File: src/mal_pkg.sv
`timescale 1ns / 1ps
// ----------------------------------------------------------------------------
// MAC learning table package
// Shared constants, the job record passed from front to back, and the CRC step.
// ----------------------------------------------------------------------------
package mal_pkg;

  localparam int NUM_BUCKETS_DEF = 256;
  localparam int CAPACITY_DEF    = 1024;

  localparam logic [1:0] OP_LOOKUP = 2'd0;
  localparam logic [1:0] OP_INSERT = 2'd1;
  localparam logic [1:0] OP_DELETE = 2'd2;

  localparam logic [1:0] STAT_HIT  = 2'd0;
  localparam logic [1:0] STAT_MISS = 2'd1;
  localparam logic [1:0] STAT_FULL = 2'd2;

  localparam logic [31:0] CRC_POLY        = 32'h04C1_1DB7;
  localparam logic [10:0] MAX_ENTRIES_RST = 11'd1024;

  typedef struct packed {
    logic [1:0]  op;
    logic [47:0] addr;
    logic [31:0] val;
    logic [31:0] crc;
  } job_t;

  function automatic logic [31:0] crc_byte(input logic [31:0] crc_in, input logic [7:0] b);
    logic [31:0] c;
    c = crc_in ^ {b, 24'h0};
    for (int i = 0; i < 8; i++) begin
      c = c[31] ? ((c << 1) ^ CRC_POLY) : (c << 1);
    end
    return c;
  endfunction

endpackage

File: src/mal_queue.sv
`timescale 1ns / 1ps
// ----------------------------------------------------------------------------
// MAC learning table job queue
// Two-entry queue that lets the front and the back stall independently.
// ----------------------------------------------------------------------------
module mal_queue (
  input  logic          clk,
  input  logic          rst,
  input  logic          s_valid,
  output logic          s_ready,
  input  mal_pkg::job_t s_data,
  output logic          m_valid,
  input  logic          m_ready,
  output mal_pkg::job_t m_data
);

  mal_pkg::job_t slots [2];
  logic          wr_ptr;
  logic          rd_ptr;
  logic [1:0]    fill;
  logic          push;
  logic          pop;

  assign s_ready = (fill != 2'd2);
  assign m_valid = (fill != 2'd0);
  assign m_data  = slots[rd_ptr];
  assign push    = s_valid && s_ready;
  assign pop     = m_valid && m_ready;

  always_ff @(posedge clk) begin
    if (rst) begin
      wr_ptr <= 1'b0;
      rd_ptr <= 1'b0;
      fill   <= 2'd0;
    end else begin
      if (push) begin
        wr_ptr <= !wr_ptr;
      end
      if (pop) begin
        rd_ptr <= !rd_ptr;
      end
      if (push && !pop) begin
        fill <= fill + 2'd1;
      end else if (pop && !push) begin
        fill <= fill - 2'd1;
      end
    end
  end

  always_ff @(posedge clk) begin
    if (push) begin
      slots[wr_ptr] <= s_data;
    end
  end

endmodule

File: config.mk
export PLATFORM = sky130hd
export DESIGN_NAME = mal_queue
export DESIGN_NICKNAME = d
export VERILOG_FILES = /design/src/mal_pkg.sv /design/src/mal_queue.sv
export SDC_FILE = /design/constraint.sdc
export NUM_CORES = 1
export LEC_CHECK = 0
export BUFFER_PORTS_ARGS = -buffer_cell sky130_fd_sc_hd__clkbuf_2
export CAP_MARGIN = 5
export CORE_MARGIN = 8
export CORE_UTILIZATION = 41
export DETAILED_ROUTE_END_ITERATION = 10
export GPL_TIMING_DRIVEN = 1
export PLACE_DENSITY_LB_ADDON = 0.2
export SYNTH_ARGS = -nofsm -noshare
export SYNTH_HDL_FRONTEND = slang
export SYNTH_SLANG_ARGS = --single-unit
File: constraint.sdc
create_clock -name clk -period 4.9 [get_ports clk]
set_clock_uncertainty 0.1 [all_clocks]
set_input_delay 0.49 -clock clk [delete_from_list [all_inputs] [get_ports clk]]
set_output_delay 0.49 -clock clk [all_outputs]
set_load 0.05 [all_outputs]
==> summary.md <==
| Metric | Value |
|---|---|
| Max Freq | `316.0 MHz` |
| Die height | `161.6 µm` |
| GPL Wtd Cong | `0.7619` |
| Total design power | `6.552 mW` |
| Final cycle utilization of the critical path | `64.59%` |
| Via Count | `4,327` |
| Post-Syn Area | `8697 µm²` |
| # hold bufs at CTS | `0` |
| Die width | `161.6 µm` |
| Wire length per cell | `18.55 µm` |
| Crit start category | `register` |
| ANT nets after route | `0` |
| Min Tclk post-route | `3165 ps` |
| Yosys reg bits | `233` |
| 1st-iter DRT viols | `209` |
| Cells after Synth | `379` |
| Critical Path Slowest Stage Cell | `dfxtp_4` |
| Placeable Area | `20,960 µm²` |
| Fin. Hold Viols | `0` |
| Nets | `751` |
| Vias in the first global route | `4,703` |
| Min-delay src | `s_data[25]` |
| R2r endpoint | `slots[1][58]$_DFFE_PP_` |
| FP Rows | `53` |
| Slew @ Worst Pin | `1058 ps` |
| Hold Crit Depth | `1` |
| Global-route wire length before repair | `26,160 µm` |
| Detailed Route WL | `17,120 µm` |
| Hold Path End | `slots[1][25]$_DFFE_PP_` |
| DR pass1 iterations | `6` |
| Aggregate global-route resource usage | `12.62%` |
| # port buffers | `233` |
| Core Util, Final | `51.92%` |
| CTS tree | `yes` |
| Status | `complete, no violations` |
| Critical path arrival | `2570 ps` |
| Unrepaired setup endpoints after global routing | `no` |
| Finished Layout Cells | `923` |
| Synth cell types | `20` |
| Largest net degree at the start of global routing | `75` |
| Clock sink total | `233` |
| Syn nets | `498` |
| Cells on worst reg2reg path | `3` |
| TritonCTS Buffers | `24` |
| DP Cell Count | `881` |
| Worst Setup End Kind | `output port` |
| Routed vias/inst | `4.688` |
| GRT Residual Overflow | `0` |
| Max stage delay on crit path | `980 ps` |
| Worst hold path type | `primary input to register` |
| Io pins | `234` |
| Worst r2r src | `fill[0]$_SDFFE_PP0P_` |
| Post-cts resize count | `0` |
| Final setup viols | `0` |
| Avg Cell Area, Syn | `22.95 µm²` |
| CP Data Required Time | `4310 ps` |
| Post-CTS Setup Bufs | `0` |
| Starting density of the core | `41.50%` |
| Max VDD drop | `0.3402 mV` |
| Area Growth Syn to Fin | `25.10%` |
| Max-slew violations | `0` |
| Initial antenna violation count | `0` |
| Synth Warn # | `0` |
| Reg2reg setup slack | `2370 ps` |
| Slew margin rel. | `29.49%` |
| DRC | `0` |
| Lkg Pwr | `4.212 nW` |
| CP cell instances | `buf_4 > mux2_2 > clkbuf_2` |
| Path type of the worst setup path | `register to output port` |
| Critical path fanouts, max | `59` |
| FILL cells | `1,735` |
| DIE AREA | `26,130 µm²` |
| Pwr Density | `602.2 nW/µm²` |
| Sequential cell area fraction in the yosys report | `79.87%` |
| CTS Root Buffer Type | `clkbuf_16` |
| Worst-Skew Late Latency | `500 ps` |
| Fin Setup TNS | `0 ps` |
| Max H-tree Level | `1` |
| Max_cap viols | `0` |
| Clock slew at reported path FFs | `60 ps` |
| Clock Path Buffers | `3` |
| Ratio of cells with drive above 1 in the final layout | `60.19%` |
| Diode count | `0` |
cell type report:
type	count	area (µm²)	area share, %
inverters	1	6.256	0.05750
multi-input cells	132	1633	15.01
flip-flops and latches	233	6950	63.88
clock buffers	32	651.9	5.991
well taps	275	344.1	3.162
clock inverters	10	76.32	0.7015
repair buffers	240	1219	11.20
routing by layer:
layer  vias up  share of wire, %  global-route usage [%]
met5         -                 0                       0
met4         0               2.1                   2.946
met1      2102                41                   15.34
li1       2011                 -                       -
met2       189                46                   20.26
met3        25                11                   5.701
layout by cell type, fill, tap and decap left out:
cell type,count
a21oi_1,2
dfxtp_4,1
or2_2,1
inv_4,1
clkinv_2,3
xor2_1,3
o21ai_0,2
a21bo_2,1
nor2_1,3
clkbuf_1,7
nand3b_1,1
inv_6,1
nand2b_1,1
ha_1,1
dfxtp_1,4
buf_4,7
or3_1,1
and2_1,1
mux2_4,60
bufinv_16,1
and3_4,1
clkbuf_2,233
mux2_2,54
clkinv_1,4
clkinvlp_4,1
clkbuf_16,25
edfxtp_1,228
flip-flops by register name (all words and copies together), names as in the netlist, named ones only:
name	flops
wr_ptr	1
fill	2
rd_ptr	1
slots	228
worst max-delay path by stage:
stage | startpoint | endpoint | slack (ps)
2_1_floorplan | fill[0]$_SDFFE_PP0P_ | slots[1][0]$_DFFE_PP_ | 640
4_1_cts | register | m_data[111] | 1660
3_5_place_dp | register | m_data[111] | 2210
6_report | register | m_data[111] | 1740
3_3_place_gp | register | m_data[38] | 2240
5_1_grt | register | m_data[103] | 1590
through the flow:
stage	cell area [µm²]	hold WS (ps)	setup WS, ps
after floorplan	8697	370.5	642.0
after global placement	10150	387.9	2240
after detailed placement	10150	402.2	2211
after CTS	10880	54.99	1660
after global routing	10880	57.90	1588
final	10880	78.34	1735
worst max-delay path, delay by kind of cell, from the launching register on:
kind	cells	cell delay [ps]
multiplexers	1	390
buffers and inverters	2	680
flip-flops	1	980
report_power, final:
| part | internal, mW | total, mW | switching [mW] |
|---|---|---|---|
| clock network | 0.984 | 1.67 | 0.689 |
| logic | 0.673 | 2.25 | 1.57 |
| registers | 2.49 | 2.63 | 0.140 |
cells in the mapped netlist:
master	number	share of area, %
edfxtp_1	228	79
mux2_4	60	10
mux2_2	54	7.0
buf_6	7	0.91
buf_2	5	0.29
dfxtp_1	5	1.2
nor2_1	3	0.13
xor2_1	3	0.30
a21oi_1	2	0.12
o21ai_0	2	0.12
a21bo_2	1	0.12
and2_1	1	0.072
and3_1	1	0.072
buf_8	1	0.17
ha_1	1	0.14
inv_1	1	0.043
nand2b_1	1	0.072
nand3b_1	1	0.086
or2_2	1	0.072
or3_1	1	0.072
kinds of logic (layout without fill, tap and decap cells):
| kind of cell | Yosys count | count (layout) | share of synthesized area (%) |
|---|---|---|---|
| muxes | 114 | 114 | 17.35 |
| AOI/OAI and AO/OA | 5 | 5 | 0.3453 |
| xor gates and xnor gates | 3 | 3 | 0.3022 |
| and+or+nand+nor | 9 | 9 | 0.5757 |
| buffers and inverters | 14 | 283 | 1.410 |
| adders and majority gates | 1 | 1 | 0.1438 |
| DFF | 233 | 233 | 79.87 |
(Power assumes the default switching activity.)
