<file path="src/mal_pkg.sv">
`timescale 1ns / 1ps
// ----------------------------------------------------------------------------
// MAC learning table package
// Shared constants, the job record passed from front to back, and the CRC step.
// ----------------------------------------------------------------------------
package mal_pkg;

  localparam int NUM_BUCKETS_DEF = 256;
  localparam int CAPACITY_DEF    = 1024;

  localparam logic [1:0] OP_LOOKUP = 2'd0;
  localparam logic [1:0] OP_INSERT = 2'd1;
  localparam logic [1:0] OP_DELETE = 2'd2;

  localparam logic [1:0] STAT_HIT  = 2'd0;
  localparam logic [1:0] STAT_MISS = 2'd1;
  localparam logic [1:0] STAT_FULL = 2'd2;

  localparam logic [31:0] CRC_POLY        = 32'h04C1_1DB7;
  localparam logic [10:0] MAX_ENTRIES_RST = 11'd1024;

  typedef struct packed {
    logic [1:0]  op;
    logic [47:0] addr;
    logic [31:0] val;
    logic [31:0] crc;
  } job_t;

  function automatic logic [31:0] crc_byte(input logic [31:0] crc_in, input logic [7:0] b);
    logic [31:0] c;
    c = crc_in ^ {b, 24'h0};
    for (int i = 0; i < 8; i++) begin
      c = c[31] ? ((c << 1) ^ CRC_POLY) : (c << 1);
    end
    return c;
  endfunction

endpackage

</file>
<file path="src/mal_front.sv">
`timescale 1ns / 1ps
// ----------------------------------------------------------------------------
// MAC learning table front end
// Accepts an item and hashes its address one byte per cycle into a job.
// ----------------------------------------------------------------------------
module mal_front (
  input  logic          clk,
  input  logic          rst,
  input  logic          in_valid,
  output logic          in_ready,
  input  logic [1:0]    opcode,
  input  logic [47:0]   mac_address,
  input  logic [31:0]   entry_value,
  output logic          q_valid,
  input  logic          q_ready,
  output mal_pkg::job_t q_data
);

  logic          busy;
  logic          hashed;
  logic [2:0]    cnt;
  mal_pkg::job_t job;
  logic [7:0]    byte_sel;

  always_comb begin
    case (cnt)
      3'd0:    byte_sel = job.addr[47:40];
      3'd1:    byte_sel = job.addr[39:32];
      3'd2:    byte_sel = job.addr[31:24];
      3'd3:    byte_sel = job.addr[23:16];
      3'd4:    byte_sel = job.addr[15:8];
      default: byte_sel = job.addr[7:0];
    endcase
  end

  assign in_ready = !busy;
  assign q_valid  = busy && hashed;
  assign q_data   = job;

  always_ff @(posedge clk) begin
    if (rst) begin
      busy   <= 1'b0;
      hashed <= 1'b0;
      cnt    <= 3'd0;
    end else if (!busy) begin
      if (in_valid) begin
        busy   <= 1'b1;
        hashed <= 1'b0;
        cnt    <= 3'd0;
      end
    end else if (!hashed) begin
      cnt <= cnt + 3'd1;
      if (cnt == 3'd5) begin
        hashed <= 1'b1;
      end
    end else if (q_ready) begin
      busy   <= 1'b0;
      hashed <= 1'b0;
    end
  end

  always_ff @(posedge clk) begin
    if (!busy && in_valid) begin
      job.op   <= opcode;
      job.addr <= mac_address;
      job.val  <= entry_value;
      job.crc  <= 32'h0;
    end else if (busy && !hashed) begin
      job.crc <= mal_pkg::crc_byte(job.crc, byte_sel);
    end
  end

endmodule

</file>
<file path="config.mk">
export PLATFORM = sky130hd
export DESIGN_NAME = mal_front
export DESIGN_NICKNAME = d
export VERILOG_FILES = /design/src/mal_pkg.sv /design/src/mal_front.sv
export SDC_FILE = /design/constraint.sdc
export NUM_CORES = 1
export LEC_CHECK = 0
export BUFFER_PORTS_ARGS = -buffer_cell sky130_fd_sc_hd__buf_2
export CORE_UTILIZATION = 45
export DETAILED_ROUTE_END_ITERATION = 8
export GPL_TIMING_DRIVEN = 0
export PLACE_DENSITY = 0.78
export SLEW_MARGIN = 20
export SYNTH_ARGS = -nofsm -noshare
export SYNTH_HDL_FRONTEND = slang
export SYNTH_SLANG_ARGS = --single-unit
</file>
<file path="constraint.sdc">
create_clock -name clk -period 3.3 [get_ports clk]
set_input_delay 0.165 -clock clk [delete_from_list [all_inputs] [get_ports clk]]
set_output_delay 0.165 -clock clk [all_outputs]
set_load 0.05 [all_outputs]
</file>
==> results of run 1 <==
-- layout make-up --
type / count / area (sq um) / share of cell area [%]
Buffer: 15 / 108 / 1.29
Clock buffer: 17 / 425 / 5.11
Clock inverter: 15 / 176 / 2.12
Inverter: 5 / 18.8 / 0.225
Multi-Input combinational cell: 202 / 2170 / 26.1
Sequential cell: 119 / 3200 / 38.5
Tap cell: 143 / 179 / 2.15
Timing Repair Buffer: 306 / 2040 / 24.5
-- kinds of logic (layout without fill, tap and decap cells) --
family	after synthesis	after routing	share of synthesized area, %
AO/OA/AOI/OAI	69	69	10.6
XOR/XNOR	61	61	21.8
buffers and inverters	20	358	2.07
flip-flops	119	119	58.9
adder cells (fa/ha/maj)	5	5	1.15
AND/OR/NAND/NOR	67	67	5.41
-- cells in the mapped netlist (3+ instances only) --
library cell | number | area [sq um]
buf_6 | 3 | 33.8
a21oi_1 | 12 | 60.1
edfxtp_1 | 82 | 2460
nor2_1 | 16 | 60.1
xnor2_4 | 6 | 165
and3_1 | 3 | 18.8
a22oi_1 | 6 | 45.0
clkbuf_1 | 7 | 26.3
nand2_1 | 30 | 113
inv_1 | 5 | 18.8
o21ai_0 | 12 | 60.1
xnor2_2 | 3 | 48.8
nor3_1 | 6 | 30.0
o22ai_1 | 3 | 18.8
xor3_1 | 7 | 166
dfxtp_1 | 37 | 741
nor2b_1 | 3 | 18.8
xnor2_1 | 15 | 131
nand3_1 | 3 | 15.0
ha_1 | 5 | 62.6
o21a_1 | 8 | 60.1
a22o_1 | 10 | 87.6
xnor3_1 | 24 | 541
-- metrics by stage --
stage                     total power, mW  cell area, sq um
after floorplan                      5.31              5440
after global placement               5.85              6620
after detailed placement             5.96              6650
after CTS                            8.05              8150
after global routing                 8.62              8330
final                                8.29              8330
-- power breakdown --
group	internal [mW]	switching (mW)	total [mW]
registers	1.84	0.247	2.09
clock network	1.19	0.722	1.91
logic	2.34	1.95	4.29
-- state kept, by name, summed over array words and instances (netlist names) --
signal  flops
busy        1
cnt         3
q_data    114
hashed      1
-- routing by layer --
layer  global-route usage, %  share of wire, %  vias up
met2                    49.1                52      260
li1                        -                 -     1923
met3                    6.86               7.0       46
met5                       0                 0        -
met1                    31.9                37     2077
met4                    14.9               4.0        0
-- what timing repair did --
| action | in CTS | in global routing |
|---|---|---|
| hold buffers | 83 | 0 |
| buffers inserted | 6 | 15 |
| gates resized for setup | 2 | 9 |
| setup endpoints to repair | 8 | 13 |
| endpoints found under the hold margin | 87 | 0 |
| pin swaps | 4 | 9 |
| gates cloned | 0 | 0 |
-- final timing paths --
kind,end,slack (ps),cells past startpoint
worst max-delay path,q_data[12]$_SDFFE_PP0P_,90,14
worst max register to register,q_data[12]$_SDFFE_PP0P_,90,14
worst min-delay path,busy$_SDFF_PP0_,30,3
worst min register to register,q_data[0]$_SDFFE_PP0P_,480,2
-- worst register-to-register path, stage by stage, from the launching register on --
cell	delay [ps]
dfxtp_2	350
ha_1	200
ha_1	190
buf_6	150
or2_0	230
buf_6	140
or2_1	230
buf_6	160
o22ai_2	200
xor2_2	200
buf_6	170
buf_12	120
xnor3_1	210
xnor3_1	370
a22o_1	180
==> summary.txt, run 1 <==
Setup path
  • Worst R2R Start: cnt[0]$_SDFFE_PP0P_
  • Most frequent CP cell: buf_6
  • Crit path cell chain: ha_1, ha_1, buf_6, or2_0, buf_6, or2_1, buf_6, o22ai_2, xor2_2, buf_6, buf_12, xnor3_1, xnor3_1, a22o_1
  • Critical Path Source Type: flop
  • CP Data Arrival Time: 3510 ps
  • Crit path from: cnt[0]$_SDFFE_PP0P_
  • CP Data Required Time: 3600 ps
  • Critical path endpoint category: flop
  • Setup CP Type: reg2reg
  • CP peak stage delay: 370 ps
  • Delay-heaviest family, CP: XOR/XNOR gates
  • Buf/Inv on CP: 5
  • Crit path max fanout: 9
  • Worst path slowest cell: xnor3_1

Global routing
  • First-pass GRT wire length: 25.4 mm
  • Grt total ovfl: 0
  • Vias in the first global route: 4417
  • GRT Overall Usage: 28.1%
  • Largest net degree at the start of global routing: 52
  • Initial antenna violation count: 0

Die
  • Io pins: 202
  • Initial core utilization: 46.8%
  • Die Wd: 112 um
  • Die height: 112 um
  • Row count: 39
  • Core box area: 0.0116 sq mm
  • Die area: 0.0125 sq mm

Cells and area
  • Most common cell after layout, fill and taps aside: buf_2
  • Highest-count cells in the layout ignoring fill and taps: 202 x buf_2, 83 x dlygate4sd3_1, 82 x edfxtp_1
  • Finished Layout Cells: 822
  • Nets: 757
  • End-of-flow core utilization: 71.7%
  • # fillers: 698
  • Layout cells sized above 1: 42.7%
  • Area Growth Syn to Fin: 53.2%
  • Diodes inserted: 0

Timing
  • Tmin final: 3210 ps
  • Fin crit share: 97.2%
  • Fmax: 0.312 GHz
  • Clk_skew: 10.1 ps
  • Final hold vios: 0
  • Slew HR: 48.4%
  • WHS: 28.5 ps
  • Final slew viol count: 0
  • Slew @ Worst Pin: 772 ps
  • Setup TNS: 0 ps
  • Final worst setup slack: 92.2 ps
  • Setup violators final: 0

Logic synthesis
  • Primary FF master, synth: edfxtp_1
  • Mapped Avg Cell Area: 15.9 sq um
  • Ys async rst share: 0%
  • Post-Syn Area: 0.00544 sq mm
  • Mapped Cells: 341
  • Post-synthesis sequential area ratio: 58.9%
  • Number of synthesized flops with an enable pin: 82
  • Post-Syn Nets: 432
  • Yosys cell types: 49
  • #FFs+latches synth: 119
  • Yosys Warn Count: 0

Clock network
  • Clock-pin slew on the worst setup and hold paths: 60 ps
  • Sink Count: 119
  • Clock tree root buffer cell: clkbuf_16
  • H-tree depth: 4
  • Clock Path Buffers: 2
  • TritonCTS clock tree: yes
  • Clk_lat worst skew: 420 ps
  • CTS Buf Count: 17

Min path
  • Worst Hold Class: in2reg
  • Worst hold start: in_valid

Routing
  • Vias/cell: 5.24
  • DRC: 6
  • First-pass DRT Iterations: 7
  • Final WL: 17.2 mm
  • DRT iter0 DRCs: 340
  • Detail-routed net length per standard cell: 21.0 um
  • Via count: 4306
  • Detail Route Antenna Nets: 0

Placed design
  • Routability congestion estimate: 0.845
  • Port Buffer Count: 201
  • Hpwl dp: 10.2 mm
  • Pre-CTS setup slack: -116 ps
  • DP Cell Count: 686

Power
  • PD cells: 996 mW/mm^2
  • Static leakage: 3.71 nW
  • Maximum VDD drop: 466 uV

Outcome
  • Failing checks: design-rule violations
  • Status: finished with violations

Flow run
  • MaxCap Viol Count: 0
No activity file was read; power rests on OpenSTA's default activity.
==> run 2, diff against run 1 <==
PLACE_DENSITY = 0.84   (was 0.78)
==> run 2 against run 1 <==
  * The flow still finishes with violations (design-rule violations)
  * Clock skew shrank 1.5 ps
  * Die area is the same
  * Hold slack lost 0.95 ps
  * Final cell count is the same
  * Design area grew 0.30%
  * Wire length grew 4.9%
  * Largest power group unchanged
  * Critical path depth shrank 1
==> summary.txt, run 2 (synthesis gave the netlist of run 1 again) <==
Outcome
  • Failing checks: design-rule violations
  • Status: finished with violations

Timing
  • Setup violators final: 0 (unchanged)
  • Fmax: 0.311 GHz (-0.20%)
  • Clk_skew: 8.54 ps (-1.53 ps)
  • Final slew viol count: 0 (unchanged)
  • Fin crit share: 97.4% (+0.19 points)
  • Tmin final: 3210 ps (+6.27 ps)
  • WHS: 27.6 ps (-0.950 ps)
  • Final hold vios: 0 (unchanged)
  • Slew @ Worst Pin: 838 ps (+66.1 ps)
  • Slew HR: 43.9% (-4.4 points)

Die
  • Io pins: 202 (unchanged)
  • Core box area: 0.0116 sq mm (unchanged)
  • Die area: 0.0125 sq mm (unchanged)
  • Row count: 39 (unchanged)
  • Die height: 112 um (unchanged)
  • Initial core utilization: 46.8% (unchanged)
  • Die Wd: 112 um (unchanged)

Cells and area
  • Area Growth Syn to Fin: 53.6%
  • Flip-flop count of the largest register after layout: 114 (unchanged)
  • Layout cells sized above 1: 43.0% (+0.29 points)
  • Multi-input gate area: 0.00220 sq mm (+1.4%)
  • Reg area: 0.00320 sq mm (unchanged)
  • End-of-flow core utilization: 71.9% (+0.22 points)
  • Most common cell after layout, fill and taps aside: buf_2
  • Nets: 757 (unchanged)
  • Highest-count cells in the layout ignoring fill and taps: 202 x buf_2, 83 x dlygate4sd3_1, 82 x edfxtp_1
  • # fillers: 712 (+2.0%)
  • Diodes inserted: 0 (unchanged)

Global routing
  • Initial antenna violation count: 0 (unchanged)
  • GRT Overall Usage: 29.8% (+1.7 points)
  • Vias in the first global route: 4625 (+4.7%)
  • Grt total ovfl: 0 (unchanged)
  • Largest net degree at the start of global routing: 56 (+7.7%)
  • First-pass GRT wire length: 27.0 mm (+6.2%)

Flow run
  • MaxCap Viol Count: 0 (unchanged)

Clock network
  • Clock tree root buffer cell: clkbuf_16
  • Sink Count: 119 (unchanged)
  • H-tree depth: 4 (unchanged)
  • Clk_lat worst skew: 420 ps (about the same)
  • Clock-pin slew on the worst setup and hold paths: 60 ps (about the same)
  • Clock Path Buffers: 2 (unchanged)
  • CTS Buf Count: 17 (unchanged)
  • TritonCTS clock tree: yes

Routing
  • Via count: 4428 (+2.8%)
  • First-pass DRT Iterations: 7 (unchanged)
  • Detail Route Antenna Nets: 0 (unchanged)
  • DRC: 8 (+2)
  • DRT iter0 DRCs: 413 (+21%)
  • Final WL: 18.1 mm (+4.9%)
  • Vias/cell: 5.39 (+2.8%)
  • Detail-routed net length per standard cell: 22.0 um (+4.9%)

Setup path
  • Crit path max fanout: 9 (unchanged)
  • Critical Path Source Type: flop
  • CP Data Required Time: 3640 ps (+40 ps)
  • Crit path cell chain: ha_1, ha_1, buf_6, or2_0, buf_6, or2_1, buf_6, o22a_2, xnor2_4, buf_12, xnor2_4, xor3_1, a21oi_1
  • Most frequent CP cell: buf_6
  • Setup CP Type: reg2reg
  • Worst path slowest cell: xor3_1
  • CP Data Arrival Time: 3550 ps (+40 ps)
  • Delay-heaviest family, CP: XOR/XNOR gates
  • Critical path endpoint category: flop
  • CP peak stage delay: 380 ps (about the same)
  • Buf/Inv on CP: 4 (-1)

Placed design
  • Port Buffer Count: 201 (unchanged)
  • Hpwl dp: 10.5 mm (+3.3%)
  • Routability congestion estimate: 0.853 (+0.89%)

Min path
  • Worst Hold Class: in2reg

Power
  • Maximum VDD drop: 434 uV (-6.8%)
  • Static leakage: 3.71 nW (+0.22%)
  • Total power: 8.37 mW (+0.89%)
  • PD cells: 1000 mW/mm^2 (+0.59%)
## run 2: cell count changes in the layout (fill, tap and decap cells not counted), moves of 2 or more
| cell | before | now |
|---|---|---|
| xnor2_2 | 4 | 2 |
| clkinvlp_4 | 4 | 2 |
| bufinv_16 | 3 | 1 |
| inv_6 | 3 | 7 |
| xnor2_4 | 7 | 9 |
| clkinv_1 | 2 | 0 |
## run 2: cell type report
| class | instances | area share [%] |
|---|---|---|
| Sequential cell | 119 | 38.4 |
| Tap cell | 143 | 2.14 |
| Clock buffer | 17 | 5.09 |
| Inverter | 5 | 0.225 |
| Clock inverter | 15 | 1.71 |
| Timing Repair Buffer | 306 | 24.8 |
| Multi-Input combinational cell | 202 | 26.4 |
| Buffer | 15 | 1.29 |
## run 2: per-stage QoR
stage	setup slack, ps	cell area (sq um)	instances	setup TNS (ps)
after global routing	-14.7	8350	822	-34.3
after global placement	-83.7	6620	685	-260
after floorplan	234	5440	341	0
after CTS	13.0	8170	808	0
after detailed placement	-163	6650	686	-647
final	86.0	8350	822	0
## run 2: what timing repair did
action,in CTS,in global routing
resized for setup,5,9
setup endpoints to repair,10,20
pin swaps,3,9
hold buffers,83,0
endpoints found under the hold margin,87,0
setup buffers,7,14
## run 2: routing by layer
| metal | GRT usage, % | routed length [um] | vias up |
|---|---|---|---|
| li1 | - | - | 1927 |
| met1 | 33.8 | 6560 | 2167 |
| met2 | 53.8 | 9510 | 283 |
| met3 | 5.44 | 1240 | 51 |
| met4 | 15.0 | 782 | 0 |
| met5 | 0 | 0 | - |
## run 2: report_power, final
group	total [mW]	internal, mW	leakage, nW	switching, mW
Sequential	2.09	1.84	1.09	0.250
Clock	1.82	1.05	0.276	0.768
Combinational	4.46	2.40	2.35	2.05
Total	8.37	5.30	3.71	3.07
## run 2: worst min-delay path, stage by stage
cell    delay [ps]
buf_2          110
nor2_1          80
nor3_1          50
## run 2: final timing paths
| kind | startpoint | end | slack, ps | cells after the start |
|---|---|---|---|---|
| worst max-delay path | cnt[0]$_SDFFE_PP0P_ | q_data[7]$_SDFFE_PP0P_ | 90 | 13 |
| worst min-delay path | in_valid | busy$_SDFF_PP0_ | 30 | 3 |
| worst max register to register | cnt[0]$_SDFFE_PP0P_ | q_data[7]$_SDFFE_PP0P_ | 90 | 13 |
| worst min register to register | q_data[0]$_SDFFE_PP0P_ | q_data[0]$_SDFFE_PP0P_ | 480 | 2 |
==> run 3, diff against run 2 <==
GPL_TIMING_DRIVEN = not set   (was 0)
clock period = 2.8 ns   (was 3.3 ns; I/O delays follow)
==> run 3 against run 2 <==
  * The run ends with design-rule violations, negative setup slack left
  * Hold slack improved by 51 ps
  * Worst setup slack got worse by 220 ps
  * Maximum frequency grew 9.7%
  * Count of clock-buffer cells in the layout is the same
  * Design area increased by 5.0%
  * First-iteration DRC count rose by 9.4%
  * Core utilization is 3.6 points higher
  * Wire length grew 3.3%
  * Clock skew grew 8.2 ps
  * Sequential cell count unchanged
  * Critical path type unchanged
  * Critical endpoint is now q_data[5]$_SDFFE_PP0P_
  * Largest cell class unchanged
==> summary.txt, run 3 (synthesis gave the netlist of run 1 again) <==
Outcome
  • Status: finished with violations
  • Failing checks: design-rule violations, negative setup slack

Routing
  • DRT iter0 DRCs: 452 (+9.4%)
  • Detail-routed net length per standard cell: 21.9 um (-0.58%)
  • Detail Route Antenna Nets: 0 (unchanged)
  • Met3 Wirelength: 1.55 mm (+25%)
  • Met2 WL: 9.61 mm (+1.0%)
  • DRC: 7 (-1)
  • Post-Route M1 WL: 6.85 mm (+4.4%)
  • Via count: 4617 (+4.3%)
  • Vias/cell: 5.41 (+0.36%)
  • Top routing layer used: met4
  • Final WL: 18.7 mm (+3.3%)
  • First-pass DRT Iterations: 7 (unchanged)

Setup path
  • Crit path from: cnt[0]$_SDFFE_PP0P_
  • Setup CP Type: reg2reg
  • Worst path slowest cell: xnor3_1
  • Critical path endpoint category: flop
  • Worst R2R Start: cnt[0]$_SDFFE_PP0P_
  • Crit path max fanout: 8 (-1)
  • Crit path cell chain: ha_4, ha_4, or2_4, buf_6, o211ai_1, o22ai_4, buf_6, xnor2_4, xnor3_1, xnor3_1, a21oi_2
  • R2r worst-path depth: 11 (-2)
  • R2r setup slk: -130 ps (-220 ps)
  • FF-to-FF End: q_data[5]$_SDFFE_PP0P_
  • Delay-heaviest family, CP: XOR/XNOR gates
  • Worst path depth: 11 (-2)
  • CP Data Arrival Time: 3280 ps (-270 ps)
  • Setup crit end: q_data[5]$_SDFFE_PP0P_
  • CP Data Required Time: 3150 ps (-490 ps)
  • Critical Path Source Type: flop
  • Buf/Inv on CP: 2 (-2)
  • CP peak stage delay: 470 ps (+90 ps)

Global routing
  • First-pass GRT wire length: 26.5 mm (-1.8%)
  • Initial antenna violation count: 0 (unchanged)
  • Grt total ovfl: 0 (unchanged)
  • Largest net degree at the start of global routing: 53 (-5.4%)
  • GRT Overall Usage: 29.0% (-0.80 points)
  • Vias in the first global route: 4603 (-0.48%)

Die
  • Die Wd: 112 um (unchanged)
  • Die height: 112 um (unchanged)
  • Die area: 0.0125 sq mm (unchanged)
  • Core box area: 0.0116 sq mm (unchanged)
  • Initial core utilization: 46.8% (unchanged)
  • Row count: 39 (unchanged)
  • Io pins: 202 (unchanged)

Cells and area
  • End-of-flow core utilization: 75.6% (+3.6 points)
  • # fillers: 627 (-12%)
  • Flip-flop count of the largest register after layout: 114 (unchanged)
  • Finished Layout Cells: 854 (+3.9%)
  • Highest-count cells in the layout ignoring fill and taps: 201 x buf_2, 84 x dlygate4sd3_1, 82 x edfxtp_1
  • Finished Cell Area: 0.00877 sq mm (+5.0%)
  • Nets: 789 (+4.2%)
  • Layout cells sized above 1: 49.1% (+6.1 points)
  • Most common cell after layout, fill and taps aside: buf_2
  • Diodes inserted: 0 (unchanged)
  • Area Growth Syn to Fin: 61.4%

Timing
  • Slew @ Worst Pin: 497 ps (-341 ps)
  • Final hold vios: 0 (unchanged)
  • Unrepaired setup endpoints after global routing: yes
  • Fin crit share: 105% (+7.2 points)
  • Clk_skew: 16.7 ps (+8.21 ps)
  • Final worst setup slack: -129 ps (-215 ps)
  • Final slew viol count: 0 (unchanged)
  • Setup violators final: 13 (+13)
  • Setup TNS: -607 ps (-607 ps)
  • Fmax: 0.341 GHz (+9.7%)
  • Slew HR: 66.9% (+23 points)
  • Tmin final: 2930 ps (-285 ps)

Clock network
  • Clock Path Buffers: 2 (unchanged)
  • Clock tree root buffer cell: clkbuf_16
  • H-tree depth: 4 (unchanged)
  • Sink Count: 119 (unchanged)
  • Clock-pin slew on the worst setup and hold paths: 60 ps (about the same)
  • TritonCTS clock tree: yes
  • Clk_lat worst skew: 430 ps (about the same)
  • CTS Buf Count: 17 (unchanged)

Power
  • Static leakage: 3.92 nW (+5.6%)
  • Internal cell power: 6.80 mW (+28%)
  • Clk network pwr share: 20.5% (-1.2 points)
  • Sw Share: 35.9% (-0.79 points)
  • Total power: 10.6 mW (+27%)
  • Sequential power share: 23.3% (-1.7 points)
  • Psw: 3.81 mW (+24%)
  • Combinational share of power: 56.1% (+2.9 points)
  • Maximum VDD drop: 518 uV (+19%)
  • PD cells: 1210 mW/mm^2 (+21%)

Min path
  • Worst Hold Class: in2reg
  • Hold path cells: 3 (unchanged)
  • Worst hold start: q_ready

Placed design
  • Port Buffer Count: 201 (unchanged)
  • Routability congestion estimate: 0.827 (-3.1%)
  • Hpwl dp: 10.5 mm (+0.18%)
  • DP Cell Count: 712 (+3.8%)
  • Post-DP Area: 0.00694 sq mm (+4.2%)

Flow run
  • MaxCap Viol Count: 0 (unchanged)
[run 3: cell types whose count changed in the layout (fill, tap and decap cells not counted), moves of 3 or more]
cell | before | now
clkbuf_1 | 6 | 0
ha_2 | 0 | 3
buf_6 | 5 | 18
a21oi_2 | 0 | 3
inv_6 | 7 | 2
ha_1 | 5 | 0
a21oi_1 | 12 | 9
buf_4 | 18 | 45
[run 3: repair_timing]
item | CTS | global route
resized for setup | 11 | 36
setup buffers | 7 | 19
hold buffers | 84 | 0
setup endpoints to repair | 13 | 25
endpoints found under the hold margin | 87 | 0
pin swaps | 9 | 30
[run 3: how the worst min path moves through the flow]
stage / endpoint / slack, ps
global placement: q_data[48]$_DFFE_PP_ / 320
floorplan: cnt[0]$_SDFFE_PP0P_ / 200
CTS: hashed$_SDFFE_PP0P_ / 60
detailed placement: q_data[48]$_DFFE_PP_ / 320
finish: hashed$_SDFFE_PP0P_ / 80
global route: hashed$_SDFFE_PP0P_ / 90
[run 3: final cells by class]
class	count	area (sq um)	share of cell area, %
timing repair buffer	353	2490	28.3
multi-input combinational	202	2300	26.2
sequential	119	3210	36.6
inverter	5	21.3	0.242
tap	143	179	2.04
clock inverter	15	154	1.75
clock buffer	17	425	4.85
[run 3: metrics by stage]
stage	setup slack, ps	hold slack (ps)
final	-129	78.8
after global placement	0.936	316
after detailed placement	-97.7	318
after floorplan	-90.8	205
after global routing	-212	87.7
after CTS	1.10	59.4
[run 3: tightest hold or removal path, stage by stage]
cell and delay [ps]:
buf_2 70, and3_1 170, nor4_1 50
[run 3: metal layers]
layer  track usage [%]  vias up
li1                  -     1994
met1              33.9     2260
met2              50.0      314
met3              8.00       49
met4              12.8        0
met5                 0        -
[run 3: power groups by stage]
| stage | sequential [mW] | clock, mW | combinational, mW |
|---|---|---|---|
| 4_1_cts | 2.46 | 2.14 | 5.26 |
| 3_3_place_gp | 2.48 | 0 | 4.86 |
| 2_1_floorplan | 3.29 | 0 | 3.00 |
| 5_1_grt | 2.51 | 2.26 | 6.20 |
| 6_report | 2.48 | 2.18 | 5.96 |
| 3_5_place_dp | 2.49 | 0 | 4.98 |
